`src/design/pli_pkg.sv`:
```
// pli_pkg: shared types and constants of the piecewise linear interpolator.
// No dependencies; imported by the unit, the result checker and the test.
`timescale 1ns / 1ps

package pli_pkg;

  // Default table depth
  localparam int POINTS_DEF = 8;

  // Field widths
  localparam int DATA_W  = 32;
  localparam int IDX_W   = 3;
  localparam int COUNT_W = 4;

  // Reset value of the points-in-use register
  localparam logic [COUNT_W-1:0] COUNT_RST = COUNT_W'(5);

  // Quotient bits kept by the divider; anything wider saturates the result
  localparam int QUOT_W = 35;
  localparam int QCNT_W = $clog2(QUOT_W);

  localparam logic signed [DATA_W-1:0] Y_MAX = {1'b0, {(DATA_W-1){1'b1}}};
  localparam logic signed [DATA_W-1:0] Y_MIN = {1'b1, {(DATA_W-1){1'b0}}};

  // Item function codes
  localparam logic FUNC_WRITE = 1'b0;
  localparam logic FUNC_QUERY = 1'b1;

  typedef enum logic [14:0] {
    ST_IDLE  = 15'b000000000000001,
    ST_CHK0  = 15'b000000000000010,
    ST_CHKHI = 15'b000000000000100,
    ST_SRCH  = 15'b000000000001000,
    ST_CMP   = 15'b000000000010000,
    ST_F0    = 15'b000000000100000,
    ST_F1    = 15'b000000001000000,
    ST_DIFF  = 15'b000000010000000,
    ST_MAG   = 15'b000000100000000,
    ST_MUL   = 15'b000001000000000,
    ST_DINIT = 15'b000010000000000,
    ST_DIV   = 15'b000100000000000,
    ST_FIN   = 15'b001000000000000,
    ST_SPARE = 15'b010000000000000,
    ST_SPAR2 = 15'b100000000000000
  } state_t;

endpackage

```
`src/design/piecewise_linear_interpolator_unit.sv`:
```
// piecewise_linear_interpolator_unit: breakpoint table with binary search and
// linear interpolation in signed Q16.16. Depends on pli_pkg.
`timescale 1ns / 1ps

// Channel   Dir  Handshake          Payload
// in        in   in_valid/in_ready  func, entry_index, x_value, y_value
// out       out  out_valid/out_ready y_out, segment_index, flat_segment, saturated
// cfg       in   cfg_we             cfg_wdata (points in use)
//
// A write word produces no result and leaves the sequencer idle. A query word
// passes the range checks (CHK0, CHKHI), the binary-search steps of SRCH and
// CMP, up to log2 of the points in use minus one, rounded up, then a closing
// SRCH, the segment fetch and preparation (F0, F1, DIFF, MAG), the multiply and
// divider setup (MUL, DINIT), the bit-serial divider (DIV) and the result load
// (FIN). A query outside the table skips the search; a flat segment or an
// oversized quotient skips the divider. Reset is synchronous, active low,
// clears the sequencer and the output valid, and loads five into the
// points-in-use register; the memories need no clearing.
// A result waiting in the output register does not block the next input word;
// a finished query holds only if the output register is still occupied.

module piecewise_linear_interpolator_unit
  import pli_pkg::*;
#(
  parameter int POINTS = POINTS_DEF
) (
  input  logic                      clk,
  input  logic                      rst_n,
  // input channel
  input  logic                      in_valid,
  output logic                      in_ready,
  input  logic                      in_func,
  input  logic [IDX_W-1:0]          in_entry_index,
  input  logic signed [DATA_W-1:0]  in_x_value,
  input  logic signed [DATA_W-1:0]  in_y_value,
  // result channel
  output logic                      out_valid,
  input  logic                      out_ready,
  output logic signed [DATA_W-1:0]  out_y_out,
  output logic [IDX_W-1:0]          out_segment_index,
  output logic                      out_flat_segment,
  output logic                      out_saturated,
  // configuration
  input  logic                      cfg_we,
  input  logic [COUNT_W-1:0]        cfg_wdata
);

  localparam int AW = $clog2(POINTS);

  // Breakpoint memories, one synchronous read port each
  logic signed [DATA_W-1:0] mem_x [POINTS];
  logic signed [DATA_W-1:0] mem_y [POINTS];

  state_t state_r, state_nxt;
  logic   out_valid_r;
  logic [COUNT_W-1:0] points_r;

  logic [AW-1:0] rd_addr;
  logic signed [DATA_W-1:0] rd_x_r, rd_y_r;

  logic signed [DATA_W-1:0] xq_r, x1_r, y1_r;
  logic [AW-1:0] lo_r, hi_r, mid_r, seg_r;
  logic signed [DATA_W:0] dx_r, dy_r, dt_r;
  logic [DATA_W-1:0] mdx_r, mdy_r, mdt_r;
  logic neg_r, flat_r, ovf_r;
  logic [2*DATA_W-1:0] prod_r;
  logic [DATA_W-1:0] rem_r;
  logic [QUOT_W-1:0] num_r;
  logic [QCNT_W-1:0] cnt_r;

  logic signed [DATA_W-1:0] y_out_r;
  logic [IDX_W-1:0] seg_out_r;
  logic flat_out_r, sat_out_r;

  logic in_acc, wr_en, fin_go;
  logic [AW-1:0] nm1, nm2, mid, seg_p1;
  logic [AW:0] mid_sum;
  int n_int;

  logic [DATA_W:0] div_try;
  logic div_ge;
  logic signed [QUOT_W+1:0] q_s, sum_s;

  logic signed [DATA_W-1:0] res_y;
  logic res_sat;

  assign in_ready  = (state_r == ST_IDLE);
  assign in_acc    = in_valid && in_ready;
  assign wr_en     = in_acc && (in_func == FUNC_WRITE) &&
                     (int'(in_entry_index) < POINTS);
  assign out_valid = out_valid_r;
  assign fin_go    = !out_valid_r || out_ready;

  // Clamp points in use to between two and the table depth
  always_comb begin
    n_int = int'(points_r);
    if (n_int < 2) begin
      n_int = 2;
    end else if (n_int > POINTS) begin
      n_int = POINTS;
    end
    nm1 = AW'(n_int - 1);
    nm2 = AW'(n_int - 2);
  end

  assign mid_sum = {1'b0, lo_r} + {1'b0, hi_r};
  assign mid     = mid_sum[AW:1];
  assign seg_p1  = seg_r + AW'(1);

  // Read address: entry 0 while idle, so a query finds x[0] ready
  always_comb begin
    unique case (state_r)
      ST_CHK0: rd_addr = hi_r;
      ST_SRCH: rd_addr = mid;
      ST_F0:   rd_addr = seg_r;
      ST_F1:   rd_addr = seg_p1;
      default: rd_addr = '0;
    endcase
  end

  always_ff @(posedge clk) begin
    if (wr_en) begin
      mem_x[AW'(in_entry_index)] <= in_x_value;
    end
    rd_x_r <= mem_x[rd_addr];
  end

  always_ff @(posedge clk) begin
    if (wr_en) begin
      mem_y[AW'(in_entry_index)] <= in_y_value;
    end
    rd_y_r <= mem_y[rd_addr];
  end

  // Restoring divider step: one quotient bit per cycle
  assign div_try = {rem_r, num_r[QUOT_W-1]};
  assign div_ge  = div_try >= {1'b0, mdx_r};

  // Result: clip y1 +/- q to 32 bits
  assign q_s   = $signed({2'b00, num_r});
  assign sum_s = (QUOT_W+2)'(y1_r) + (neg_r ? -q_s : q_s);

  always_comb begin
    res_y   = y1_r;
    res_sat = 1'b0;
    if (!flat_r) begin
      if (ovf_r) begin
        res_y   = neg_r ? Y_MIN : Y_MAX;
        res_sat = 1'b1;
      end else if (sum_s > (QUOT_W+2)'(Y_MAX)) begin
        res_y   = Y_MAX;
        res_sat = 1'b1;
      end else if (sum_s < (QUOT_W+2)'(Y_MIN)) begin
        res_y   = Y_MIN;
        res_sat = 1'b1;
      end else begin
        res_y   = sum_s[DATA_W-1:0];
      end
    end
  end

  // Sequencer
  always_comb begin
    state_nxt = state_r;
    unique case (state_r)
      ST_IDLE: begin
        if (in_acc && in_func == FUNC_QUERY) state_nxt = ST_CHK0;
      end
      ST_CHK0:  state_nxt = (xq_r < rd_x_r) ? ST_F0 : ST_CHKHI;
      ST_CHKHI: state_nxt = (xq_r > rd_x_r) ? ST_F0 : ST_SRCH;
      ST_SRCH:  state_nxt = ((hi_r - lo_r) > AW'(1)) ? ST_CMP : ST_F0;
      ST_CMP:   state_nxt = ST_SRCH;
      ST_F0:    state_nxt = ST_F1;
      ST_F1:    state_nxt = ST_DIFF;
      ST_DIFF:  state_nxt = ST_MAG;
      ST_MAG:   state_nxt = (dx_r == '0) ? ST_FIN : ST_MUL;
      ST_MUL:   state_nxt = ST_DINIT;
      ST_DINIT: begin
        state_nxt = (DATA_W'(prod_r[2*DATA_W-1:QUOT_W]) >= mdx_r) ? ST_FIN : ST_DIV;
      end
      ST_DIV: begin
        if (cnt_r == QCNT_W'(QUOT_W - 1)) state_nxt = ST_FIN;
      end
      ST_FIN: begin
        if (fin_go) state_nxt = ST_IDLE;
      end
      default:  state_nxt = ST_IDLE;
    endcase
  end

  always_ff @(posedge clk) begin
    if (!rst_n) begin
      state_r     <= ST_IDLE;
      out_valid_r <= 1'b0;
      points_r    <= COUNT_RST;
    end else begin
      state_r <= state_nxt;
      if (cfg_we) begin
        points_r <= cfg_wdata;
      end
      if (state_r == ST_FIN && fin_go) begin
        out_valid_r <= 1'b1;
      end else if (out_ready) begin
        out_valid_r <= 1'b0;
      end
    end
  end

  // Datapath
  always_ff @(posedge clk) begin
    unique case (state_r)
      ST_IDLE: begin
        xq_r <= in_x_value;
        lo_r <= '0;
        hi_r <= nm1;
      end
      ST_CHK0: begin
        if (xq_r < rd_x_r) seg_r <= '0;
      end
      ST_CHKHI: begin
        if (xq_r > rd_x_r) seg_r <= nm2;
      end
      ST_SRCH: begin
        mid_r <= mid;
        seg_r <= lo_r;
      end
      ST_CMP: begin
        if (rd_x_r > xq_r) begin
          hi_r <= mid_r;
        end else begin
          lo_r <= mid_r;
        end
      end
      ST_F0: begin
      end
      ST_F1: begin
        x1_r <= rd_x_r;
        y1_r <= rd_y_r;
      end
      ST_DIFF: begin
        dx_r <= (DATA_W+1)'(rd_x_r) - (DATA_W+1)'(x1_r);
        dy_r <= (DATA_W+1)'(rd_y_r) - (DATA_W+1)'(y1_r);
        dt_r <= (DATA_W+1)'(xq_r) - (DATA_W+1)'(x1_r);
      end
      ST_MAG: begin
        mdx_r  <= dx_r[DATA_W] ? DATA_W'(-dx_r) : DATA_W'(dx_r);
        mdy_r  <= dy_r[DATA_W] ? DATA_W'(-dy_r) : DATA_W'(dy_r);
        mdt_r  <= dt_r[DATA_W] ? DATA_W'(-dt_r) : DATA_W'(dt_r);
        neg_r  <= dx_r[DATA_W] ^ dy_r[DATA_W] ^ dt_r[DATA_W];
        flat_r <= (dx_r == '0);
        ovf_r  <= 1'b0;
      end
      ST_MUL: begin
        prod_r <= mdy_r * mdt_r;
      end
      ST_DINIT: begin
        // a high part at or above the divisor means a quotient too wide
        ovf_r <= DATA_W'(prod_r[2*DATA_W-1:QUOT_W]) >= mdx_r;
        rem_r <= DATA_W'(prod_r[2*DATA_W-1:QUOT_W]);
        num_r <= prod_r[QUOT_W-1:0];
        cnt_r <= '0;
      end
      ST_DIV: begin
        rem_r <= div_ge ? DATA_W'(div_try - {1'b0, mdx_r}) : div_try[DATA_W-1:0];
        num_r <= {num_r[QUOT_W-2:0], div_ge};
        cnt_r <= cnt_r + QCNT_W'(1);
      end
      ST_FIN: begin
        if (fin_go) begin
          y_out_r    <= res_y;
          seg_out_r  <= IDX_W'(seg_r);
          flat_out_r <= flat_r;
          sat_out_r  <= res_sat;
        end
      end
      default: begin
      end
    endcase
  end

  assign out_y_out         = y_out_r;
  assign out_segment_index = seg_out_r;
  assign out_flat_segment  = flat_out_r;
  assign out_saturated     = sat_out_r;

endmodule

```
`config.mk`:
```
export PLATFORM = sky130hd
export DESIGN_NAME = piecewise_linear_interpolator_unit
export DESIGN_NICKNAME = d
export VERILOG_FILES = /design/src/design/pli_pkg.sv /design/src/design/piecewise_linear_interpolator_unit.sv
export SDC_FILE = /design/constraint.sdc
export NUM_CORES = 2
export LEC_CHECK = 0
export ABC_AREA = 1
export BUFFER_PORTS_ARGS = -buffer_cell sky130_fd_sc_hd__buf_2
export CORE_MARGIN = 4
export CORE_UTILIZATION = 45
export CTS_BUF_LIST = sky130_fd_sc_hd__clkbuf_8
export CTS_CLUSTER_DIAMETER = 40
export CTS_CLUSTER_SIZE = 14
export DETAILED_ROUTE_END_ITERATION = 12
export GPL_TIMING_DRIVEN = 0
export PLACE_DENSITY = 0.72
export SKIP_CTS_REPAIR_TIMING = 1
export SYNTH_ARGS = -nofsm -noshare
export SYNTH_HDL_FRONTEND = slang
export SYNTH_SLANG_ARGS = --single-unit
```
`constraint.sdc`:
```
create_clock -name clk -period 6.95 [get_ports clk]
set_input_delay 2.085 -clock clk [delete_from_list [all_inputs] [get_ports clk]]
set_output_delay 2.085 -clock clk [all_outputs]
set_load 0.02 [all_outputs]
```
== Yosys cells after proc, flatten, opt, wreduce, memory -nomap -nowiden ==
Memory sizes are Yosys's and may differ from the RTL's. A register that Yosys moved wholly into a read port is not among the register bits.
Index checks and enable logic that the tools add are counted.

* Add/sub/neg operators: 15
* Multipliers: 1
* Order comparisons: 10
* Equality and inequality tests: 21
* Mux-type cells: 40
* Bitwise gates (word level): 3
* Reductions and logical operators: 17

{| class="wikitable"
|+ Operator list
! cell !! number
|-
| 2-to-1 mux 32 bit || 9
|-
| one-hot mux 15 bit (13 select lines) || 1
|-
| subtractor 32 x 32 -> 33 bit || 3
|-
| negation 32 bit || 3
|-
| one-hot mux 35 bit (2 select lines) || 1
|-
| > comparator 32 bit || 2
|-
| multiplier 32 x 32 -> 64 bit || 1
|-
| one-hot mux 32 bit (2 select lines) || 1
|-
| 2-to-1 mux 15 bit || 3
|-
| adder 32 x 37 -> 37 bit || 1
|-
| > comparator 37 x 32 -> 1 bit, second input constant || 1
|-
| < comparator 37 x 32 -> 1 bit, second input constant || 1
|-
| 2-to-1 mux 37 bit || 1
|-
| negation 35 -> 37 bit || 1
|-
| >= comparator 33 x 32 -> 1 bit || 1
|-
| logical NOT 33 bit || 1
|-
| >= comparator 29 x 32 -> 1 bit || 1
|-
| < comparator 32 bit || 1
|-
| subtractor 32 bit || 1
|-
| 2-to-1 mux 13 bit || 2
|-
| 2-to-1 mux 3 bit || 6
|-
| 2-to-1 mux 6 bit || 3
|-
| equality test 15 x 1 -> 1 bit, second input constant || 1
|-
| equality test 15 x 10 -> 1 bit, second input constant || 1
|-
| 38 further kinds || 60
|}

* Register bits: 500
* RAM bits: 512
* Input bits: 77
* Output and inout bits: 39
* Memories kept: 2

{| class="wikitable"
|+ Memories
! memory !! words !! width !! read ports !! clocked after memory_dff !! write ports !! RTL line !! RTL
|-
| mem_x || 8 || 32 || 1 || 1 || 1 || piecewise_linear_interpolator_unit.sv:51 || <nowiki>logic signed [DATA_W-1:0] mem_x [POINTS];</nowiki>
|-
| mem_y || 8 || 32 || 1 || 1 || 1 || piecewise_linear_interpolator_unit.sv:52 || <nowiki>logic signed [DATA_W-1:0] mem_y [POINTS];</nowiki>
|}

== Longest topological paths before layout ==
* Depth in word-level cells: 8
* Gate-level depth with buffers: 33
* Gate-level depth less buffers: 32

== Worst setup path after synthesis ==
OpenSTA, ideal clock, no wires.

* Kind: input port to flip-flop
* Start point: input port in_valid
* End point: memory mem_x[1][0] (enable)
* Library setup time: 0.565 ns
* Arrival: 6.787 ns
* Slack: -0.402 ns
* Stages on the path: 4
* Path buffers: 0
* Path through: inv_1 nor2_1 nand3_1 nor3_1

* Longest elaborated chain between the ends: 4

{| class="wikitable"
|+ Ends and longest elaborated chain
! element !! RTL line !! RTL
|-
| start, declared || piecewise_linear_interpolator_unit.sv:30 || <nowiki>input logic in_valid,</nowiki>
|-
| logical AND 1 bit || piecewise_linear_interpolator_unit.sv:88 || <nowiki>assign in_acc = in_valid && in_ready;</nowiki>
|-
| logical AND 1 bit || piecewise_linear_interpolator_unit.sv:89 || <nowiki>assign wr_en = in_acc && (in_func == FUNC_WRITE) &&</nowiki>
|-
| 2-to-1 mux 1 bit || piecewise_linear_interpolator_unit.sv:122 || <nowiki>if (wr_en) begin</nowiki>
|-
| 2-to-1 mux 1 bit (implied by the code) || piecewise_linear_interpolator_unit.sv:123 || <nowiki>mem_x[AW'(in_entry_index)] <= in_x_value;</nowiki>
|-
| end, declared || piecewise_linear_interpolator_unit.sv:51 ||
|}

No other way between the ends.

== Worst setup path in the final report ==
* Start point: register mdt_r[4]
* End point: register prod_r[50] (data pin)

* Longest elaborated chain between the ends: 1

{| class="wikitable"
|+ Ends and longest elaborated chain
! element !! RTL line !! RTL
|-
| start, declared || piecewise_linear_interpolator_unit.sv:64 || <nowiki>logic [DATA_W-1:0] mdx_r, mdy_r, mdt_r;</nowiki>
|-
| start signal, assigned || piecewise_linear_interpolator_unit.sv:248 || <nowiki>mdt_r <= dt_r[DATA_W] ? DATA_W'(-dt_r) : DATA_W'(dt_r);</nowiki>
|-
| multiplier 32 x 32 -> 64 bit || piecewise_linear_interpolator_unit.sv:254 || <nowiki>prod_r <= mdy_r * mdt_r;</nowiki>
|-
| end signal, assigned || piecewise_linear_interpolator_unit.sv:254 ||
|-
| end, declared || piecewise_linear_interpolator_unit.sv:66 || <nowiki>logic [2*DATA_W-1:0] prod_r;</nowiki>
|}

No other way between the ends.
A chain may end at the register's enable or synchronous reset.

==> reports/qor.yml <==
status:
  status: "finished, violations left"
  violations: "negative setup slack"
sta:
  final.setup.worst_slack_ps: -471
  hold_viol_final: 0
  finalSetupViolCount: 32
  relSlewSlack_pct: 13.8
  timing.final.crit_share_pct: 107
  slew_viol_final: 0
  clock.fmax_mhz: 135
  finalClockSkew_ps: 75.6
  fin_tns_setup_ps: -7420
  min_period_ps: 7420
  rsz0062_at_grt: "true"
  worstMarginPinSlew_ps: 1290
drt:
  via_per_inst: 5.36
  wl_per_cell_microns: 23.5
  first_pass_iters: 6
  drt_iter0_markers: 6306
  routed_wl_microns: 295000
  ant_nets: 0
  num_vias: 67400
  drcViolationCount: 0
cts:
  root_buffer: "clkbuf_8"
  cts_max_level: 3
  cts_buffers: 111
  clock-sinks: 1074
  cts_buffer_depth: 3
  path_clk_slew_ps: 90
  worstSkewPairLatency_ps: 830
  cts_tree: "built"
synthesis:
  synth_fp_nets: 10900
  synth_area_per_cell_sq_um: 9.24
  yosysUniqueCellTypes: 56
  async_flop_share_pct: 0
  seq_area_frac_synth_pct: 36.1
  synth_top_area_share_pct: 34.2
  ys_ff_latch: 1074
  post-synth-top-count-cell: "inv_1"
  synthTopCellsByCount: "2112 x inv_1, 2000 x nand2_1, 992 x edfxtp_1"
  synthFlopType: "edfxtp_1"
  yosysWarnings: 0
  synth_edf_count: 992
  syn_inst: 9424
  synthTopCellsByArea: "edfxtp_1 34%, fa_1 21%, inv_1 9.1%"
  synth.largest_area_cell: "edfxtp_1"
  synth_area_sq_um: 87000
place:
  place_congestion: 1.04
  dpl-instance-area_sq_um: 91800
  hpwl_microns: 237000
  io_buffers: 115
  place_inst: 12100
worst_setup_path:
  slowest_delay_ps: 590
  r2r_slack_ps: -470
  path_common_cell: "fa_1"
  critPathCaptureType: "register"
  path_buf_inv: 8
  path_class: "reg2reg"
  critPathTopFamily: "adder cells"
  required_ps: 7500
  worst_ep_arrival_time_ps: 7970
  cp_slowest_cell: "fa_1"
  path_max_fanout: 10
  startpoint_type: "register"
floorplan:
  row_count: 161
  core_area_sq_um: 192000
  die_h_microns: 448
  die_area_sq_um: 201000
  die_w_microns: 448
  initial_core_util_pct: 45.2
  io_pins: 116
layout:
  utilization_pct: 51.8
  syn_to_final_growth_pct: 14.4
  nNetsFinal: 11400
  drive_above_1_share_pct: 12.4
  final_cell_count_no_fill: 12600
  final_area_sq_um: 99600
power_and_ir_drop:
  ir_drop_mv: 0.223
  powerDensity_nw_per_um2: 146
  power.leakage_nw: 47.8
  p_total_mw: 14.5
global_route:
  grt_usage_pct: 29.2
  grt-ovfl-total: 0
  grt_pass1_wl_microns: 434000
  grt_pass1_vias: 67900
  antenna_found_initial: 22
  grt_max_degree: 79
flow_run:
  cap_violations: 0
min_path:
  holdCritPathClass: "reg2reg"
area by class of cell:
cell class | count | area, sq um
repair buffers | 395 | 3480
clock inverters | 87 | 801
flip-flops and latches | 1074 | 31400
well taps | 2526 | 3160
diodes | 15 | 37.5
fillers | 17500 | 92800
plain buffers | 323 | 2780
multi-input cells | 5912 | 48400
clock buffers | 116 | 1600
inverters | 2115 | 7940
where the power goes:
part           total, mW  internal [mW]  switching, mW
clock               4.31           1.91           2.40
sequential          7.61           7.41          0.194
combinational       2.58          0.866           1.71
total               14.5           10.2           4.31
sequential cells by signal, indices dropped and copies added, names as in the netlist, 33 cells and up:
register,count
num_r,35
mem_y,256
mem_x,256
dx_r,33
dy_r,33
prod_r,64
dt_r,33
routing by layer:
layer	part of all wire (%)	global-route usage (%)	up-vias
met3	8.2	4.99	647
li1	-	-	30500
met2	47	48.6	2926
met5	0.029	0	-
met4	6.1	14.5	12
met1	39	37.0	33300
per-stage QoR:
step / setup WS [ps] / hold slack [ps]
after floorplan: -402 / 408
after global placement: -5180 / 419
after detailed placement: -2210 / 417
after CTS: -2280 / 439
after global routing: -638 / 446
final: -471 / 440
final timing paths:
| check | cells after the start | endpoint | start |
|---|---|---|---|
| setup / recovery | 26 | prod_r[50]$_DFFE_PP_ | mdt_r[4]$_DFFE_PP_ |
| hold reg to reg | 0 | y1_r[0]$_DFFE_PN_ | rd_y_r[0]$_DFF_P_ |
| hold / removal | 0 | y1_r[0]$_DFFE_PN_ | rd_y_r[0]$_DFF_P_ |
| setup reg to reg | 26 | prod_r[50]$_DFFE_PP_ | mdt_r[4]$_DFFE_PP_ |
logic make-up after synthesis:
group | Yosys count | share of synthesized area (%)
buf+inv | 2438 | 10.8
flops | 1074 | 36.1
fa+ha+maj | 1404 | 28.0
compound gates | 1000 | 6.49
xor+xnor | 337 | 3.39
simple gates | 3063 | 14.0
mux | 108 | 1.24
placed cells by master, fill, tap and decap left out, types with 198 or more instances in the layout:
cell         n
edfxtp_1   992
fa_1       849
a21oi_1    273
xor2_1     206
inv_1     2093
ha_1       463
buf_4      198
o21ai_0    268
nor2_1     631
nand2_1   1942
worst reg2reg max path, delay by kind of cell, from the launching register on:
family | cells | cell delay (ps)
AOI/OAI and AO/OA | 6 | 1010
and+or+nand+nor | 2 | 180
xor gates and xnor gates | 1 | 230
adders and majority gates | 9 | 4410
DFF | 1 | 580
buffers and inverters | 8 | 770
Note: power is estimated with default switching activity, not from simulation.
